--- src/rtl/sssd_pkg.sv ---
package sssd_pkg;

    // Pattern store geometry
    localparam int PAT_DEPTH = 256;
    localparam int PAT_AW    = $clog2(PAT_DEPTH);
    localparam int CNT_W     = PAT_AW + 1;

    // Display chain
    localparam int MAX_CHAIN = 4;
    localparam int CH_W      = (MAX_CHAIN > 1) ? $clog2(MAX_CHAIN) : 1;
    localparam int WIN_AW    = CH_W + 3;
    localparam int WIN_DEPTH = 1 << WIN_AW;

    // Command queue between front and back
    localparam int QUEUE_DEPTH = 2;
    localparam int QUEUE_AW    = $clog2(QUEUE_DEPTH);
    localparam int QUEUE_CW    = QUEUE_AW + 1;

    // Stream and config widths
    localparam int S_TDATA_W  = 16;
    localparam int S_TUSER_W  = 2;
    localparam int M_TDATA_W  = 16;
    localparam int CFG_IDX_W  = 1;
    localparam int CFG_DATA_W = 4;
    localparam int DC_W       = 3;
    localparam int BR_W       = 4;

    // Operation codes on s_tuser
    localparam logic [1:0] OP_APPEND = 2'd0;
    localparam logic [1:0] OP_TICK   = 2'd1;
    localparam logic [1:0] OP_SETUP  = 2'd2;

    // Config register indexes
    localparam logic [CFG_IDX_W-1:0] CFG_DISPLAY_COUNT = 1'b0;
    localparam logic [CFG_IDX_W-1:0] CFG_BRIGHTNESS    = 1'b1;
    localparam logic [DC_W-1:0]      DC_RESET          = 3'd2;
    localparam logic [BR_W-1:0]      BR_RESET          = 4'd1;

    // Driver command registers
    localparam logic [3:0] CMD_DECODE    = 4'h9;
    localparam logic [3:0] CMD_INTENSITY = 4'ha;
    localparam logic [3:0] CMD_SCAN      = 4'hb;
    localparam logic [3:0] CMD_SHUTDOWN  = 4'hc;
    localparam logic [3:0] CMD_TEST      = 4'hf;
    localparam logic [7:0] SCAN_ALL      = 8'd7;

    // Setup sequence group indexes
    localparam logic [2:0] GRP_SCAN      = 3'd0;
    localparam logic [2:0] GRP_DECODE    = 3'd1;
    localparam logic [2:0] GRP_TEST      = 3'd2;
    localparam logic [2:0] GRP_INTENSITY = 3'd3;
    localparam logic [2:0] GRP_SHUTDOWN  = 3'd4;

    typedef enum logic [1:0] {
        KIND_APPEND = 2'd0,
        KIND_TICK   = 2'd1,
        KIND_SETUP  = 2'd2
    } cmd_kind_t;

    // Classified command handed from front to back
    typedef struct packed {
        cmd_kind_t  kind;
        logic       start_new;
        logic       two;
        logic [7:0] pat0;
        logic [7:0] pat1;
    } cmd_t;

    // ASCII to segment pattern, DP,A..G from bit 7 down; first pattern of M/W
    function automatic logic [7:0] glyph(input logic [7:0] ch);
        logic [7:0] p;
        case (ch)
            8'h41, 8'h61: p = 8'h77;          // A a
            8'h42, 8'h62: p = 8'h1f;          // B b
            8'h43, 8'h63: p = 8'h4e;          // C c
            8'h44, 8'h64: p = 8'h3d;          // D d
            8'h45, 8'h65: p = 8'h4f;          // E e
            8'h46, 8'h66: p = 8'h47;          // F f
            8'h47, 8'h67: p = 8'h7b;          // G g
            8'h48:        p = 8'h37;          // H
            8'h68:        p = 8'h17;          // h
            8'h49, 8'h69: p = 8'h06;          // I i
            8'h4a, 8'h6a: p = 8'h3c;          // J j
            8'h4b, 8'h6b: p = 8'h37;          // K k
            8'h4c, 8'h6c: p = 8'h0e;          // L l
            8'h4d, 8'h6d: p = 8'h66;          // M m, left half
            8'h4e, 8'h6e: p = 8'h15;          // N n
            8'h4f:        p = 8'h7e;          // O
            8'h6f:        p = 8'h1d;          // o
            8'h50, 8'h70: p = 8'h67;          // P p
            8'h51, 8'h71: p = 8'h73;          // Q q
            8'h52, 8'h72: p = 8'h05;          // R r
            8'h53, 8'h73: p = 8'h5b;          // S s
            8'h54, 8'h74: p = 8'h0f;          // T t
            8'h55:        p = 8'h3e;          // U
            8'h75:        p = 8'h1c;          // u
            8'h56, 8'h76: p = 8'h1c;          // V v
            8'h57, 8'h77: p = 8'h1e;          // W w, left half
            8'h58, 8'h78: p = 8'h37;          // X x
            8'h59, 8'h79: p = 8'h3b;          // Y y
            8'h5a, 8'h7a: p = 8'h6d;          // Z z
            8'h30:        p = 8'h7e;
            8'h31:        p = 8'h30;
            8'h32:        p = 8'h6d;
            8'h33:        p = 8'h79;
            8'h34:        p = 8'h33;
            8'h35:        p = 8'h5b;
            8'h36:        p = 8'h5f;
            8'h37:        p = 8'h70;
            8'h38:        p = 8'h7f;
            8'h39:        p = 8'h7b;
            8'h2e:        p = 8'h80;          // period
            8'h2d:        p = 8'h01;          // dash
            default:      p = 8'h00;          // space and anything unknown
        endcase
        return p;
    endfunction

    // Right half of the wide letters
    function automatic logic [7:0] glyph_right(input logic [7:0] ch);
        logic [7:0] p;
        case (ch)
            8'h4d, 8'h6d: p = 8'h72;
            8'h57, 8'h77: p = 8'h3c;
            default:      p = 8'h00;
        endcase
        return p;
    endfunction

    function automatic logic is_wide(input logic [7:0] ch);
        return (ch == 8'h4d) || (ch == 8'h6d) || (ch == 8'h57) || (ch == 8'h77);
    endfunction

    function automatic logic [3:0] setup_addr(input logic [2:0] grp);
        logic [3:0] a;
        case (grp)
            GRP_SCAN:      a = CMD_SCAN;
            GRP_DECODE:    a = CMD_DECODE;
            GRP_TEST:      a = CMD_TEST;
            GRP_INTENSITY: a = CMD_INTENSITY;
            GRP_SHUTDOWN:  a = CMD_SHUTDOWN;
            default:       a = CMD_SHUTDOWN;
        endcase
        return a;
    endfunction

    function automatic logic [7:0] setup_data(input logic [2:0] grp,
                                              input logic [BR_W-1:0] br);
        logic [7:0] d;
        case (grp)
            GRP_SCAN:      d = SCAN_ALL;
            GRP_DECODE:    d = 8'd0;
            GRP_TEST:      d = 8'd0;
            GRP_INTENSITY: d = 8'(br);
            GRP_SHUTDOWN:  d = 8'd1;
            default:       d = 8'd1;
        endcase
        return d;
    endfunction

endpackage

--- src/rtl/seven_segment_scroll_driver_core.sv ---
// Append: written in ST_IDLE (right half of M and W in ST_APPEND2), once the beat has
// passed the front register and the command queue. Tick: dispatch, then walk the pattern
// store into the window buffer (one memory read port), then 8*N words at one per cycle
// while m_tready holds, N = chained displays.
// Setup: 5*N words, one per cycle unless m_tready stalls; also after any tick that wraps.
// Reset (aresetn low, synchronous) clears counts, position and handshakes, not the store.
module seven_segment_scroll_driver_core (
    input  logic                               aclk,
    input  logic                               aresetn,
    input  logic                               s_tvalid,
    output logic                               s_tready,
    input  logic [sssd_pkg::S_TDATA_W-1:0]     s_tdata,    // char_code[7:0], start_new[8]
    input  logic [sssd_pkg::S_TUSER_W-1:0]     s_tuser,    // operation[1:0]
    output logic                               m_tvalid,
    input  logic                               m_tready,
    output logic [sssd_pkg::M_TDATA_W-1:0]     m_tdata,    // reg_address[3:0],
                                                           // reg_data[11:4], latch_after[12]
    output logic                               m_tlast,
    input  logic                               cfg_we,
    input  logic [sssd_pkg::CFG_IDX_W-1:0]     cfg_index,
    input  logic [sssd_pkg::CFG_DATA_W-1:0]    cfg_wdata
);
    import sssd_pkg::*;

    logic [DC_W-1:0] dc_reg, dc_next;
    logic [BR_W-1:0] br_reg, br_next;

    cmd_t front_cmd, queue_cmd;
    logic front_valid, front_ready;
    logic queue_valid, queue_ready;

    // Config registers
    always_comb begin
        dc_next = dc_reg;
        br_next = br_reg;
        if (cfg_we) begin
            case (cfg_index)
                CFG_DISPLAY_COUNT: dc_next = cfg_wdata[DC_W-1:0];
                CFG_BRIGHTNESS:    br_next = cfg_wdata[BR_W-1:0];
                default: ;
            endcase
        end
    end

    always_ff @(posedge aclk) begin
        if (!aresetn) begin
            dc_reg <= DC_RESET;
            br_reg <= BR_RESET;
        end else begin
            dc_reg <= dc_next;
            br_reg <= br_next;
        end
    end

    sssd_front u_front (
        .aclk      (aclk),
        .aresetn   (aresetn),
        .s_tvalid  (s_tvalid),
        .s_tready  (s_tready),
        .s_tdata   (s_tdata),
        .s_tuser   (s_tuser),
        .cmd_valid (front_valid),
        .cmd_ready (front_ready),
        .cmd       (front_cmd)
    );

    sssd_fifo u_fifo (
        .aclk      (aclk),
        .aresetn   (aresetn),
        .in_valid  (front_valid),
        .in_ready  (front_ready),
        .in_cmd    (front_cmd),
        .out_valid (queue_valid),
        .out_ready (queue_ready),
        .out_cmd   (queue_cmd)
    );

    sssd_back u_back (
        .aclk          (aclk),
        .aresetn       (aresetn),
        .cmd_valid     (queue_valid),
        .cmd_ready     (queue_ready),
        .cmd           (queue_cmd),
        .display_count (dc_reg),
        .brightness    (br_reg),
        .m_tvalid      (m_tvalid),
        .m_tready      (m_tready),
        .m_tdata       (m_tdata),
        .m_tlast       (m_tlast)
    );

endmodule

--- src/rtl/sssd_front.sv ---
module sssd_front (
    input  logic                                 aclk,
    input  logic                                 aresetn,
    input  logic                                 s_tvalid,
    output logic                                 s_tready,
    input  logic [sssd_pkg::S_TDATA_W-1:0]       s_tdata,   // char_code[7:0], start_new[8]
    input  logic [sssd_pkg::S_TUSER_W-1:0]       s_tuser,   // operation[1:0]
    output logic                                 cmd_valid,
    input  logic                                 cmd_ready,
    output sssd_pkg::cmd_t                       cmd
);
    import sssd_pkg::*;

    logic       cmd_valid_reg, cmd_valid_next;
    cmd_t       cmd_reg, cmd_next;
    logic [7:0] ch;
    logic       accept;

    assign ch        = s_tdata[7:0];
    assign s_tready  = !cmd_valid_reg || cmd_ready;
    assign accept    = s_tvalid && s_tready;
    assign cmd_valid = cmd_valid_reg;
    assign cmd       = cmd_reg;

    // Classify the beat; unused opcode is swallowed here
    always_comb begin
        cmd_valid_next = cmd_valid_reg;
        cmd_next       = cmd_reg;
        if (accept) begin
            cmd_next.start_new = s_tdata[8];
            cmd_next.pat0      = glyph(ch);
            cmd_next.pat1      = glyph_right(ch);
            cmd_next.two       = is_wide(ch);
            cmd_valid_next     = 1'b1;
            case (s_tuser)
                OP_APPEND: cmd_next.kind = KIND_APPEND;
                OP_TICK:   cmd_next.kind = KIND_TICK;
                OP_SETUP:  cmd_next.kind = KIND_SETUP;
                default: begin
                    cmd_next.kind  = KIND_SETUP;
                    cmd_valid_next = 1'b0;
                end
            endcase
        end else if (cmd_ready) begin
            cmd_valid_next = 1'b0;
        end
    end

    always_ff @(posedge aclk) begin
        if (!aresetn) begin
            cmd_valid_reg <= 1'b0;
        end else begin
            cmd_valid_reg <= cmd_valid_next;
        end
    end

    always_ff @(posedge aclk) begin
        cmd_reg <= cmd_next;
    end

endmodule

--- src/rtl/sssd_fifo.sv ---
module sssd_fifo (
    input  logic           aclk,
    input  logic           aresetn,
    input  logic           in_valid,
    output logic           in_ready,
    input  sssd_pkg::cmd_t in_cmd,
    output logic           out_valid,
    input  logic           out_ready,
    output sssd_pkg::cmd_t out_cmd
);
    import sssd_pkg::*;

    cmd_t                entry_reg [QUEUE_DEPTH];
    logic [QUEUE_AW-1:0] wr_ptr_reg, wr_ptr_next;
    logic [QUEUE_AW-1:0] rd_ptr_reg, rd_ptr_next;
    logic [QUEUE_CW-1:0] count_reg, count_next;
    logic                push, pop;

    assign in_ready  = count_reg != QUEUE_CW'(QUEUE_DEPTH);
    assign out_valid = count_reg != '0;
    assign push      = in_valid && in_ready;
    assign pop       = out_valid && out_ready;
    assign out_cmd   = entry_reg[rd_ptr_reg];

    // Pointer and occupancy update
    always_comb begin
        wr_ptr_next = wr_ptr_reg;
        rd_ptr_next = rd_ptr_reg;
        count_next  = count_reg;
        if (push) begin
            wr_ptr_next = (wr_ptr_reg == QUEUE_AW'(QUEUE_DEPTH - 1)) ? '0
                        : QUEUE_AW'(wr_ptr_reg + 1'b1);
        end
        if (pop) begin
            rd_ptr_next = (rd_ptr_reg == QUEUE_AW'(QUEUE_DEPTH - 1)) ? '0
                        : QUEUE_AW'(rd_ptr_reg + 1'b1);
        end
        if (push && !pop) begin
            count_next = QUEUE_CW'(count_reg + 1'b1);
        end else if (pop && !push) begin
            count_next = QUEUE_CW'(count_reg - 1'b1);
        end
    end

    always_ff @(posedge aclk) begin
        if (!aresetn) begin
            wr_ptr_reg <= '0;
            rd_ptr_reg <= '0;
            count_reg  <= '0;
        end else begin
            wr_ptr_reg <= wr_ptr_next;
            rd_ptr_reg <= rd_ptr_next;
            count_reg  <= count_next;
        end
    end

    always_ff @(posedge aclk) begin
        if (push) begin
            entry_reg[wr_ptr_reg] <= in_cmd;
        end
    end

`ifndef ASSERT_OFF
    a_fifo_count: assert property (@(posedge aclk) disable iff (!aresetn)
        count_reg <= QUEUE_CW'(QUEUE_DEPTH))
        else $error("command queue overfilled");
`endif

endmodule

--- src/rtl/sssd_back.sv ---
module sssd_back (
    input  logic                          aclk,
    input  logic                          aresetn,
    input  logic                          cmd_valid,
    output logic                          cmd_ready,
    input  sssd_pkg::cmd_t                cmd,
    input  logic [sssd_pkg::DC_W-1:0]     display_count,
    input  logic [sssd_pkg::BR_W-1:0]     brightness,
    output logic                          m_tvalid,
    input  logic                          m_tready,
    output logic [sssd_pkg::M_TDATA_W-1:0] m_tdata,  // reg_address[3:0], reg_data[11:4],
                                                      // latch_after[12]
    output logic                          m_tlast
);
    import sssd_pkg::*;

    typedef enum logic [4:0] {
        ST_IDLE    = 5'b00001,
        ST_APPEND2 = 5'b00010,
        ST_FILL    = 5'b00100,
        ST_EMIT    = 5'b01000,
        ST_SETUP   = 5'b10000
    } state_t;

    state_t              state_reg, state_next;
    logic [CNT_W-1:0]    count_reg, count_next;
    logic [PAT_AW-1:0]   start_reg, start_next;
    logic [PAT_AW-1:0]   ptr_reg, ptr_next;
    logic [WIN_AW-1:0]   fill_reg, fill_next;
    logic [2:0]          row_reg, row_next;
    logic [CH_W-1:0]     disp_reg, disp_next;
    logic [2:0]          grp_reg, grp_next;
    logic [7:0]          pend_reg, pend_next;
    logic                setup_after_reg, setup_after_next;
    logic                empty_reg, empty_next;

    // Pattern store and window buffer
    logic [7:0]          store_mem [PAT_DEPTH];
    logic [7:0]          rd_data_reg;
    logic                rd_v_reg;
    logic [WIN_AW-1:0]   rd_k_reg;
    logic [7:0]          window_reg [WIN_DEPTH];

    logic                wr_en;
    logic [PAT_AW-1:0]   wr_addr;
    logic [7:0]          wr_data;
    logic                rd_issue;

    // Output register
    logic                out_valid_reg, out_valid_next;
    logic [3:0]          out_addr_reg, out_addr_next;
    logic [7:0]          out_data_reg, out_data_next;
    logic                out_latch_reg, out_latch_next;
    logic                out_last_reg, out_last_next;

    logic                adv, load;
    logic [CH_W-1:0]     chain_m1;
    logic [CNT_W-1:0]    base, inc;
    logic                set_latch;

    assign m_tvalid  = out_valid_reg;
    assign m_tdata   = {3'b000, out_latch_reg, out_data_reg, out_addr_reg};
    assign m_tlast   = out_last_reg;
    assign adv       = !out_valid_reg || m_tready;
    assign cmd_ready = state_reg == ST_IDLE;
    assign set_latch = disp_reg == chain_m1;

    // Clamp the chain length to 1..MAX_CHAIN, kept as length minus one
    always_comb begin
        if (display_count == '0) begin
            chain_m1 = '0;
        end else if (display_count > DC_W'(MAX_CHAIN)) begin
            chain_m1 = CH_W'(MAX_CHAIN - 1);
        end else begin
            chain_m1 = CH_W'(display_count - 1'b1);
        end
    end

    // Sequencer
    always_comb begin
        state_next       = state_reg;
        count_next       = count_reg;
        start_next       = start_reg;
        ptr_next         = ptr_reg;
        fill_next        = fill_reg;
        row_next         = row_reg;
        disp_next        = disp_reg;
        grp_next         = grp_reg;
        pend_next        = pend_reg;
        setup_after_next = setup_after_reg;
        empty_next       = empty_reg;
        wr_en            = 1'b0;
        wr_addr          = count_reg[PAT_AW-1:0];
        wr_data          = pend_reg;
        rd_issue         = 1'b0;
        load             = 1'b0;
        out_addr_next    = out_addr_reg;
        out_data_next    = out_data_reg;
        out_latch_next   = out_latch_reg;
        out_last_next    = out_last_reg;
        base             = count_reg;
        inc              = CNT_W'({1'b0, start_reg} + 1'b1);

        case (state_reg)
            ST_IDLE: begin
                if (cmd_valid) begin
                    case (cmd.kind)
                        KIND_APPEND: begin
                            if (cmd.start_new) begin
                                base       = '0;
                                start_next = '0;
                            end
                            count_next = base;
                            if (base < CNT_W'(PAT_DEPTH)) begin
                                wr_en      = 1'b1;
                                wr_addr    = base[PAT_AW-1:0];
                                wr_data    = cmd.pat0;
                                count_next = CNT_W'(base + 1'b1);
                            end
                            pend_next = cmd.pat1;
                            if (cmd.two) begin
                                state_next = ST_APPEND2;
                            end
                        end
                        KIND_TICK: begin
                            ptr_next   = start_reg;
                            fill_next  = '0;
                            empty_next = count_reg == '0;
                            // advance scroll position now, window walk uses ptr
                            if (inc >= count_reg) begin
                                start_next       = '0;
                                setup_after_next = 1'b1;
                            end else begin
                                start_next       = inc[PAT_AW-1:0];
                                setup_after_next = 1'b0;
                            end
                            state_next = ST_FILL;
                        end
                        KIND_SETUP: begin
                            grp_next   = GRP_SCAN;
                            disp_next  = '0;
                            state_next = ST_SETUP;
                        end
                        default: ;
                    endcase
                end
            end

            ST_APPEND2: begin
                if (count_reg < CNT_W'(PAT_DEPTH)) begin
                    wr_en      = 1'b1;
                    count_next = CNT_W'(count_reg + 1'b1);
                end
                state_next = ST_IDLE;
            end

            // Walk the store once per window entry, wrapping at the count
            ST_FILL: begin
                rd_issue = 1'b1;
                inc      = CNT_W'({1'b0, ptr_reg} + 1'b1);
                ptr_next = (inc == count_reg) ? '0 : inc[PAT_AW-1:0];
                fill_next = WIN_AW'(fill_reg + 1'b1);
                if (fill_reg == {chain_m1, 3'b111}) begin
                    row_next   = '0;
                    disp_next  = chain_m1;
                    state_next = ST_EMIT;
                end
            end

            // Rows 0..7, farthest display first, latch after display 0
            ST_EMIT: begin
                if (adv) begin
                    load           = 1'b1;
                    out_addr_next  = 4'd8 - {1'b0, row_reg};
                    out_data_next  = window_reg[{disp_reg, row_reg}];
                    out_latch_next = disp_reg == '0;
                    out_last_next  = (row_reg == 3'd7) && (disp_reg == '0)
                                   && !setup_after_reg;
                    if (disp_reg == '0) begin
                        disp_next = chain_m1;
                        row_next  = 3'(row_reg + 1'b1);
                        if (row_reg == 3'd7) begin
                            grp_next   = GRP_SCAN;
                            disp_next  = '0;
                            state_next = setup_after_reg ? ST_SETUP : ST_IDLE;
                        end
                    end else begin
                        disp_next = CH_W'(disp_reg - 1'b1);
                    end
                end
            end

            // Five groups, each one word per display
            ST_SETUP: begin
                if (adv) begin
                    load           = 1'b1;
                    out_addr_next  = setup_addr(grp_reg);
                    out_data_next  = setup_data(grp_reg, brightness);
                    out_latch_next = set_latch;
                    out_last_next  = set_latch && (grp_reg == GRP_SHUTDOWN);
                    if (set_latch) begin
                        disp_next = '0;
                        grp_next  = 3'(grp_reg + 1'b1);
                        if (grp_reg == GRP_SHUTDOWN) begin
                            state_next = ST_IDLE;
                        end
                    end else begin
                        disp_next = CH_W'(disp_reg + 1'b1);
                    end
                end
            end

            default: state_next = ST_IDLE;
        endcase

        out_valid_next = adv ? load : out_valid_reg;
    end

    always_ff @(posedge aclk) begin
        if (!aresetn) begin
            state_reg     <= ST_IDLE;
            count_reg     <= '0;
            start_reg     <= '0;
            out_valid_reg <= 1'b0;
            rd_v_reg      <= 1'b0;
        end else begin
            state_reg     <= state_next;
            count_reg     <= count_next;
            start_reg     <= start_next;
            out_valid_reg <= out_valid_next;
            rd_v_reg      <= rd_issue;
        end
    end

    always_ff @(posedge aclk) begin
        ptr_reg         <= ptr_next;
        fill_reg        <= fill_next;
        row_reg         <= row_next;
        disp_reg        <= disp_next;
        grp_reg         <= grp_next;
        pend_reg        <= pend_next;
        setup_after_reg <= setup_after_next;
        empty_reg       <= empty_next;
        out_addr_reg    <= out_addr_next;
        out_data_reg    <= out_data_next;
        out_latch_reg   <= out_latch_next;
        out_last_reg    <= out_last_next;
        rd_k_reg        <= fill_reg;
    end

    // Pattern store: one write, one registered read
    always_ff @(posedge aclk) begin
        if (wr_en) begin
            store_mem[wr_addr] <= wr_data;
        end
        if (rd_issue) begin
            rd_data_reg <= store_mem[ptr_reg];
        end
    end

    // Window buffer, blank when the store is empty
    always_ff @(posedge aclk) begin
        if (rd_v_reg) begin
            window_reg[rd_k_reg] <= empty_reg ? 8'h00 : rd_data_reg;
        end
    end

`ifndef ASSERT_OFF
    a_count_bound: assert property (@(posedge aclk) disable iff (!aresetn)
        count_reg <= CNT_W'(PAT_DEPTH))
        else $error("pattern count beyond store depth");

    a_start_in_range: assert property (@(posedge aclk) disable iff (!aresetn)
        (count_reg == '0 && start_reg == '0) || ({1'b0, start_reg} < count_reg))
        else $error("scroll position outside stored text");

    a_last_latched: assert property (@(posedge aclk) disable iff (!aresetn)
        out_valid_reg && out_last_reg |-> out_latch_reg)
        else $error("final word of a burst without latch");
`endif

endmodule

--- config.mk ---
export PLATFORM = sky130hd
export DESIGN_NAME = seven_segment_scroll_driver_core
export DESIGN_NICKNAME = d
export VERILOG_FILES = /design/src/rtl/sssd_pkg.sv /design/src/rtl/seven_segment_scroll_driver_core.sv /design/src/rtl/sssd_front.sv /design/src/rtl/sssd_fifo.sv /design/src/rtl/sssd_back.sv
export SDC_FILE = /design/constraint.sdc
export NUM_CORES = 2
export LEC_CHECK = 0
export ABC_AREA = 0
export BUFFER_PORTS_ARGS = -buffer_cell sky130_fd_sc_hd__buf_2
export CAP_MARGIN = 20
export CORE_UTILIZATION = 65
export CTS_CLUSTER_SIZE = 8
export DETAILED_ROUTE_END_ITERATION = 7
export GPL_TIMING_DRIVEN = 0
export PLACE_DENSITY = 0.81
export RECOVER_POWER = 50
export SYNTH_ARGS = -nofsm -noshare
export SYNTH_HDL_FRONTEND = slang
export SYNTH_SLANG_ARGS = --single-unit
export TNS_END_PERCENT = 20
--- constraint.sdc ---
create_clock -name aclk -period 24.3 [get_ports aclk]
set_input_delay 2.43 -clock aclk [delete_from_list [all_inputs] [get_ports aclk]]
set_output_delay 2.43 -clock aclk [all_outputs]
set_load 0.02 [all_outputs]
Word level (Yosys, flattened, before mapping):

Memories as Yosys holds them, arrays and structs flattened. A register that Yosys moved wholly into a read port is not among the register bits.
Index checks and enable logic that the tools add are counted.

* input port bits: 28
* latch bits: 0
* ROM bits: 1024
* word-level logic and storage cells: 242
* register bits after elaboration: 98
* RAM bits: 2344
* memories: 4

* multipliers: 0
* divide/modulo/power cells: 0
* $lt $le $gt $ge: 4
* reduce and logical (&&, ||, !) cells: 51
* muxes and demuxes: 102
* equality and inequality tests: 37
* $add $sub $neg: 15
* shifts and indexed selects: 0
* bitwise logic cells: 1

Memory list
* u_back.store_mem: depth 256, width 8, read ports 1, clocked after Yosys merged registers in 1, write ports 1, line sssd_back.sv:38 `logic [7:0] store_mem [PAT_DEPTH];`
* (name not given): depth 128, width 8, read ports 1, clocked after Yosys merged registers in 1, write ports 0, line sssd_pkg.sv:72 `case (ch)`
* u_back.window_reg: depth 32, width 8, read ports 1, clocked after Yosys merged registers in 0, write ports 1, line sssd_back.sv:42 `logic [7:0] window_reg [WIN_DEPTH];`
* u_fifo.entry_reg: depth 2, width 20, read ports 1, clocked after Yosys merged registers in 1, write ports 1, line sssd_fifo.sv:13 `cmd_t entry_reg [QUEUE_DEPTH];`

Operator list (number)
* $mux W8: 16
* $mux W9: 8
* $mux W5: 12
* $pmux W8 S2: 3
* $eq A8 B7 Y1 const B: 4
* $mux W3: 10
* $mux W1: 24
* $mux W2: 12
* $ne A2 B1 Y1 const B: 12
* $pmux W5 S4: 1
* $add A8 B1 Y9 const B: 2
* $add A9 B1 Y9 const B: 2
* $lt A9 B9 Y1 const B: 2
* $pmux W9 S2: 1
* $reduce_bool A2 Y1: 8
* $pmux W5 S3: 1
* $pmux W7 S2: 1
* $pmux W3 S4: 1
* $pmux W4 S3: 1
* $reduce_and A3 Y1: 4
* $reduce_and A4 Y1: 3
* $pmux W5 S2: 1
* $reduce_and A10 Y1: 1
* $eq A9 B9 Y1: 1
* 44 further kinds: 79

Longest topological paths before layout:

* depth in word-level cells: 11
* mapped depth: 13
* gate-level depth less buffers: 11

Hierarchy:

From an unflattened synthesis, not the netlist that was laid out.

* cells, all modules: 4768
* area, all modules: 97314.6 µm²

By module, submodules not included
* sssd_back: times used 1, sequential area each 71358.4 µm², area each 94031.4 µm², cells each 4510
* sssd_fifo: times used 1, sequential area each 1301.2 µm², area each 1679.1 µm², cells each 86
* sssd_front: times used 1, sequential area each 470.5 µm², area each 1322.5 µm², cells each 142
* seven_segment_scroll_driver_core: times used 1, sequential area each 140.1 µm², area each 281.5 µm², cells each 30

Worst setup path before layout:

OpenSTA, ideal clock, no wires.

* kind: register to register
* start point: register (tool-made name)
* end point: memory u_back.store_mem[0][1] (data pin)
* data arrival time: 9.081 ns
* slack: 13.641 ns
* period minus slack after synthesis: 10.659 ns
* path buffers: 3
* data required time: 22.722 ns
* library setup time: 1.578 ns
* cell stages (with the launch flop): 10
* cells stage by stage: dfxtp_1 -> clkbuf_1 -> clkbuf_1 -> mux2i_1 -> ha_1 -> nand2_4 -> a21oi_1 -> clkbuf_1 -> nor2_1 -> a21oi_1

RTL lines (line)
* end, declared: sssd_back.sv:38

==> out/summary.md <==
The flow ran to the end, but the final reports show violations. The final reports fail on DRC, capacitance limit, slew limit. For this run, the post-layout net count is 5265. The tools report the floorplan row count as 141. TritonCTS built the clock tree. The final sum of negative setup slack came out at 0 ns. Maximum fanout along the worst path: 40. The tools report the arrival time of the worst setup path as 8.76 ns. The tools report the clock buffer count from CTS as 354. Number of antenna violations at the first check in global routing: 19. Static timing analysis puts the maximum clock frequency at 120.2 MHz.

Mean instance size in the synthesized netlist: 20.52 um2. Async set-reset flop share out of synthesis: 0. The clock period could shrink to 8.320 ns.

The number of enable-type register cells in the synthesized netlist was 2397; the number of global-route vias before repair was 55784. For this run, the leading register cell type out of synthesis is sky130_fd_sc_hd__edfxtp_1. The aggregate global routing overflow was 0; the maximum number of pins on one net before global-route repair was 53. The headroom to the max-slew limit was -1.043. Before antenna repair, the detailed router went through 8 iterations. The run gives 0 as the final number of hold-violating endpoints. The total area inside the core boundary comes to 0.1475 mm2.

The fraction of the cycle the final worst path needs is 0.3424, and the area occupied by multi-input gates is 0.02196 mm2. In the post-synthesis netlist, the biggest area contributors are sky130_fd_sc_hd__edfxtp_1 75%, sky130_fd_sc_hd__mux4_2 14%, sky130_fd_sc_hd__mux2i_1 2.0%. The post-CTS clock slew at the launch and capture registers of the worst setup and hold paths is 0.05 ns, and the power density over cell area is 97.62 mW/mm2. By count the netlist is led by 2397 x sky130_fd_sc_hd__edfxtp_1, 598 x sky130_fd_sc_hd__mux4_2, 351 x sky130_fd_sc_hd__nor2_1, 195 x sky130_fd_sc_hd__mux2i_1, 139 x sky130_fd_sc_hd__nand2_1. The setup violation total in the final timing report was 0; the sum of net half-perimeters after detailed placement was 185800 um. STA classifies the critical path startpoint as a flop. In the synthesized netlist, the number of instances is 4705. sky130_fd_sc_hd__edfxtp_1 is the most common cell in the netlist.

The tools report the filler cell count in the final layout as 7517. Area growth from synthesis to final layout: 13.31%. The H-tree generated during clock tree synthesis spans 5 levels. The tree built by TritonCTS fans out to 2439 sinks.

The proportion of layout cells with a drive suffix above 1 works out to 0.2272. The tools report the number of slew-limit violations in the final report as 1348. The required time of the worst setup path was 24.74 ns. Setup repair after global routing left no endpoint under its margin. Max-cap violations in this run came to 46. The initial cell density of the core was 0.6546; the post-place setup slack was 18.73 ns. The register with the most flip-flops in the layout has 2048 of them. Routability-driven placement finished with a final weighted congestion of 0.9751. In this run the worst hold path is classified as reg -> reg. The clock root buffer master was sky130_fd_sc_hd__clkbuf_16. The area share of the largest cell type after synthesis is 0.7456.

The worst path setup slack after routing was 15.98 ns. The first global-routing pass estimated 424100 um of wire. The die covers 0.1501 mm2. The number of hold buffers added after CTS was 0. The biggest area contributor in the post-synthesis netlist is sky130_fd_sc_hd__edfxtp_1. The post-cts resize count was 0; the global-route usage over all layers was 0.4141.

Wires add up to 308000 um. The sequential cell area fraction in the yosys report is 0.7543. Overall power consumption after layout is estimated at 10.68 mW. The detailed router finished its first iteration with 10951 violations. The Yosys step of the flow raised 0 warnings. Counting distinct cell types in the post-synthesis netlist gives 78.

47 I/O pins were placed. In this run the vertical extent of the chip is 387.4 um. The slew at the pin with the worst max-slew slack was 3.032 ns; the register area was 0.07282 mm2. For the highest ir drop seen on vdd, the log shows 70.73 uV. The via density per instance was 7.835; the number of DRC violations after detailed routing was 20. In the final routed layout, each cell accounts on average for 42.75 um. Buffers added to address setup during post-CTS repair amount to 0. Input and output buffers added on the ports amount to 35. The final route contains 56456 vias. For the leakage dissipation, the log shows 34.98 nW. The longest clock path from root to sink contains 4 buffers. After synthesis the netlist holds a flip-flop and latch count of 2439. The cell area after technology mapping is 0.09654 mm2. On the final layout, the worst clock skew is 0.06845 ns. Clock latency on the worst-skew pair, taken at its later pin, is 0.99 ns.

STA classifies the critical path endpoint as a flop. In this run the remaining antenna-violating nets after routing total 0. Start-to-end type of the worst setup path: reg -> reg. In this run the horizontal extent of the chip is 387.4 um.
## metrics by stage
stage | instance area (um2) | utilization | hold slack [ns] | cells
5_1_grt | 109400 | 0.7416 | 0.4264 | 7196
3_3_place_gp | 99140 | 0.6722 | 0.3923 | 6672
4_1_cts | 110300 | 0.7480 | 0.4104 | 7186
6_report | 109400 | 0.7417 | 0.4232 | 7206
3_5_place_dp | 101100 | 0.6852 | 0.3987 | 6767
2_1_floorplan | 96550 | - | 0.3746 | 4707
## cell families (layout without fill, tap and decap cells)
kind of cell / Yosys count / after routing / share of synthesized area
flip-flops: 2439 / 2439 / 0.7543
multiplexers: 796 / 796 / 0.1601
AND/OR/NAND/NOR: 729 / 729 / 0.03512
AO/OA/AOI/OAI: 366 / 366 / 0.02570
buffers and inverters: 305 / 862 / 0.01711
adder cells (fa/ha/maj): 36 / 36 / 0.004666
XOR/XNOR: 33 / 33 / 0.002994
other: 1 / 15 / 0.00003884
## final timing paths
| check | startpoint | to | slack [ns] | depth (start not counted) |
|---|---|---|---|---|
| hold / removal | u_back.fill_reg[1] | u_back.rd_k_reg[1] | 0.42 | 0 |
| hold reg to reg | u_back.fill_reg[1] | u_back.rd_k_reg[1] | 0.42 | 0 |
| setup / recovery | flop | u_back.store_mem[66][5] | 15.98 | 12 |
| setup reg to reg | flop | u_back.store_mem[66][5] | 15.98 | 12 |
## layout make-up
cell class              instances  area share
flip-flops and latches       2439      0.6657
plain buffers                 267     0.01330
clock buffers                 411     0.08391
diodes                         12   0.0002745
clock inverters                 8   0.0007778
inverters                      38    0.001315
well taps                    1930     0.02207
multi-input cells            1963      0.2008
repair buffers                138     0.01192
## layer usage
| metal | part of all wire | vias to the layer above | global-route usage |
|---|---|---|---|
| met5 | 0.00096 | - | 0.002871 |
| met4 | 0.093 | 22 | 0.2916 |
| met3 | 0.17 | 1724 | 0.1792 |
| met2 | 0.44 | 6473 | 0.6027 |
| met1 | 0.30 | 27932 | 0.5007 |
| li1 | - | 20305 | - |
## worst max-delay path, stage by stage (launching register included)
cell and delay [ns]:
sky130_fd_sc_hd__dfxtp_1 0.30, sky130_fd_sc_hd__clkbuf_1 0.36, sky130_fd_sc_hd__clkbuf_1 0.63, sky130_fd_sc_hd__mux2i_1 0.38
sky130_fd_sc_hd__ha_1 0.31, sky130_fd_sc_hd__nand2_1 0.17, sky130_fd_sc_hd__a21oi_1 0.22, sky130_fd_sc_hd__clkbuf_1 0.41
sky130_fd_sc_hd__nor2_1 0.12, sky130_fd_sc_hd__a21oi_1 0.74, sky130_fd_sc_hd__clkbuf_1 1.08, sky130_fd_sc_hd__clkbuf_1 1.47
sky130_fd_sc_hd__clkbuf_1 1.52
## cell usage in the layout (no fill, tap or decap), drive strengths merged, types with 11 or more instances in the layout
| master | Yosys | layout |
|---|---|---|
| a21oi | 97 | 97 |
| nor4 | 16 | 16 |
| and3 | 13 | 13 |
| xnor2 | 19 | 19 |
| mux2i | 195 | 195 |
| mux4 | 598 | 598 |
| nand4 | 11 | 11 |
| xor2 | 14 | 14 |
| o221ai | 42 | 42 |
| a211oi | 19 | 19 |
| o21ai | 47 | 47 |
| and2 | 18 | 18 |
| nand2b | 14 | 14 |
| dfxtp | 42 | 42 |
| clkbuf | 106 | 603 |
| nand3 | 38 | 38 |
| nor3 | 45 | 45 |
| a221oi | 13 | 13 |
| ha | 36 | 36 |
| diode | 0 | 12 |
| nor2 | 364 | 364 |
| inv | 35 | 41 |
| o22ai | 28 | 28 |
| buf | 161 | 213 |
| nor2b | 24 | 24 |
| a22oi | 34 | 34 |
| a31oi | 17 | 17 |
| edfxtp | 2397 | 2397 |
| nand2 | 147 | 147 |
## where the power goes
part           leakage [nW]  internal, mW  switching (mW)
combinational          8.44         0.436            1.02
clock                  4.53          2.61            1.74
sequential             22.0          4.86          0.0213
total                  35.0          7.90            2.78
Note: power is estimated with default switching activity, not from simulation.
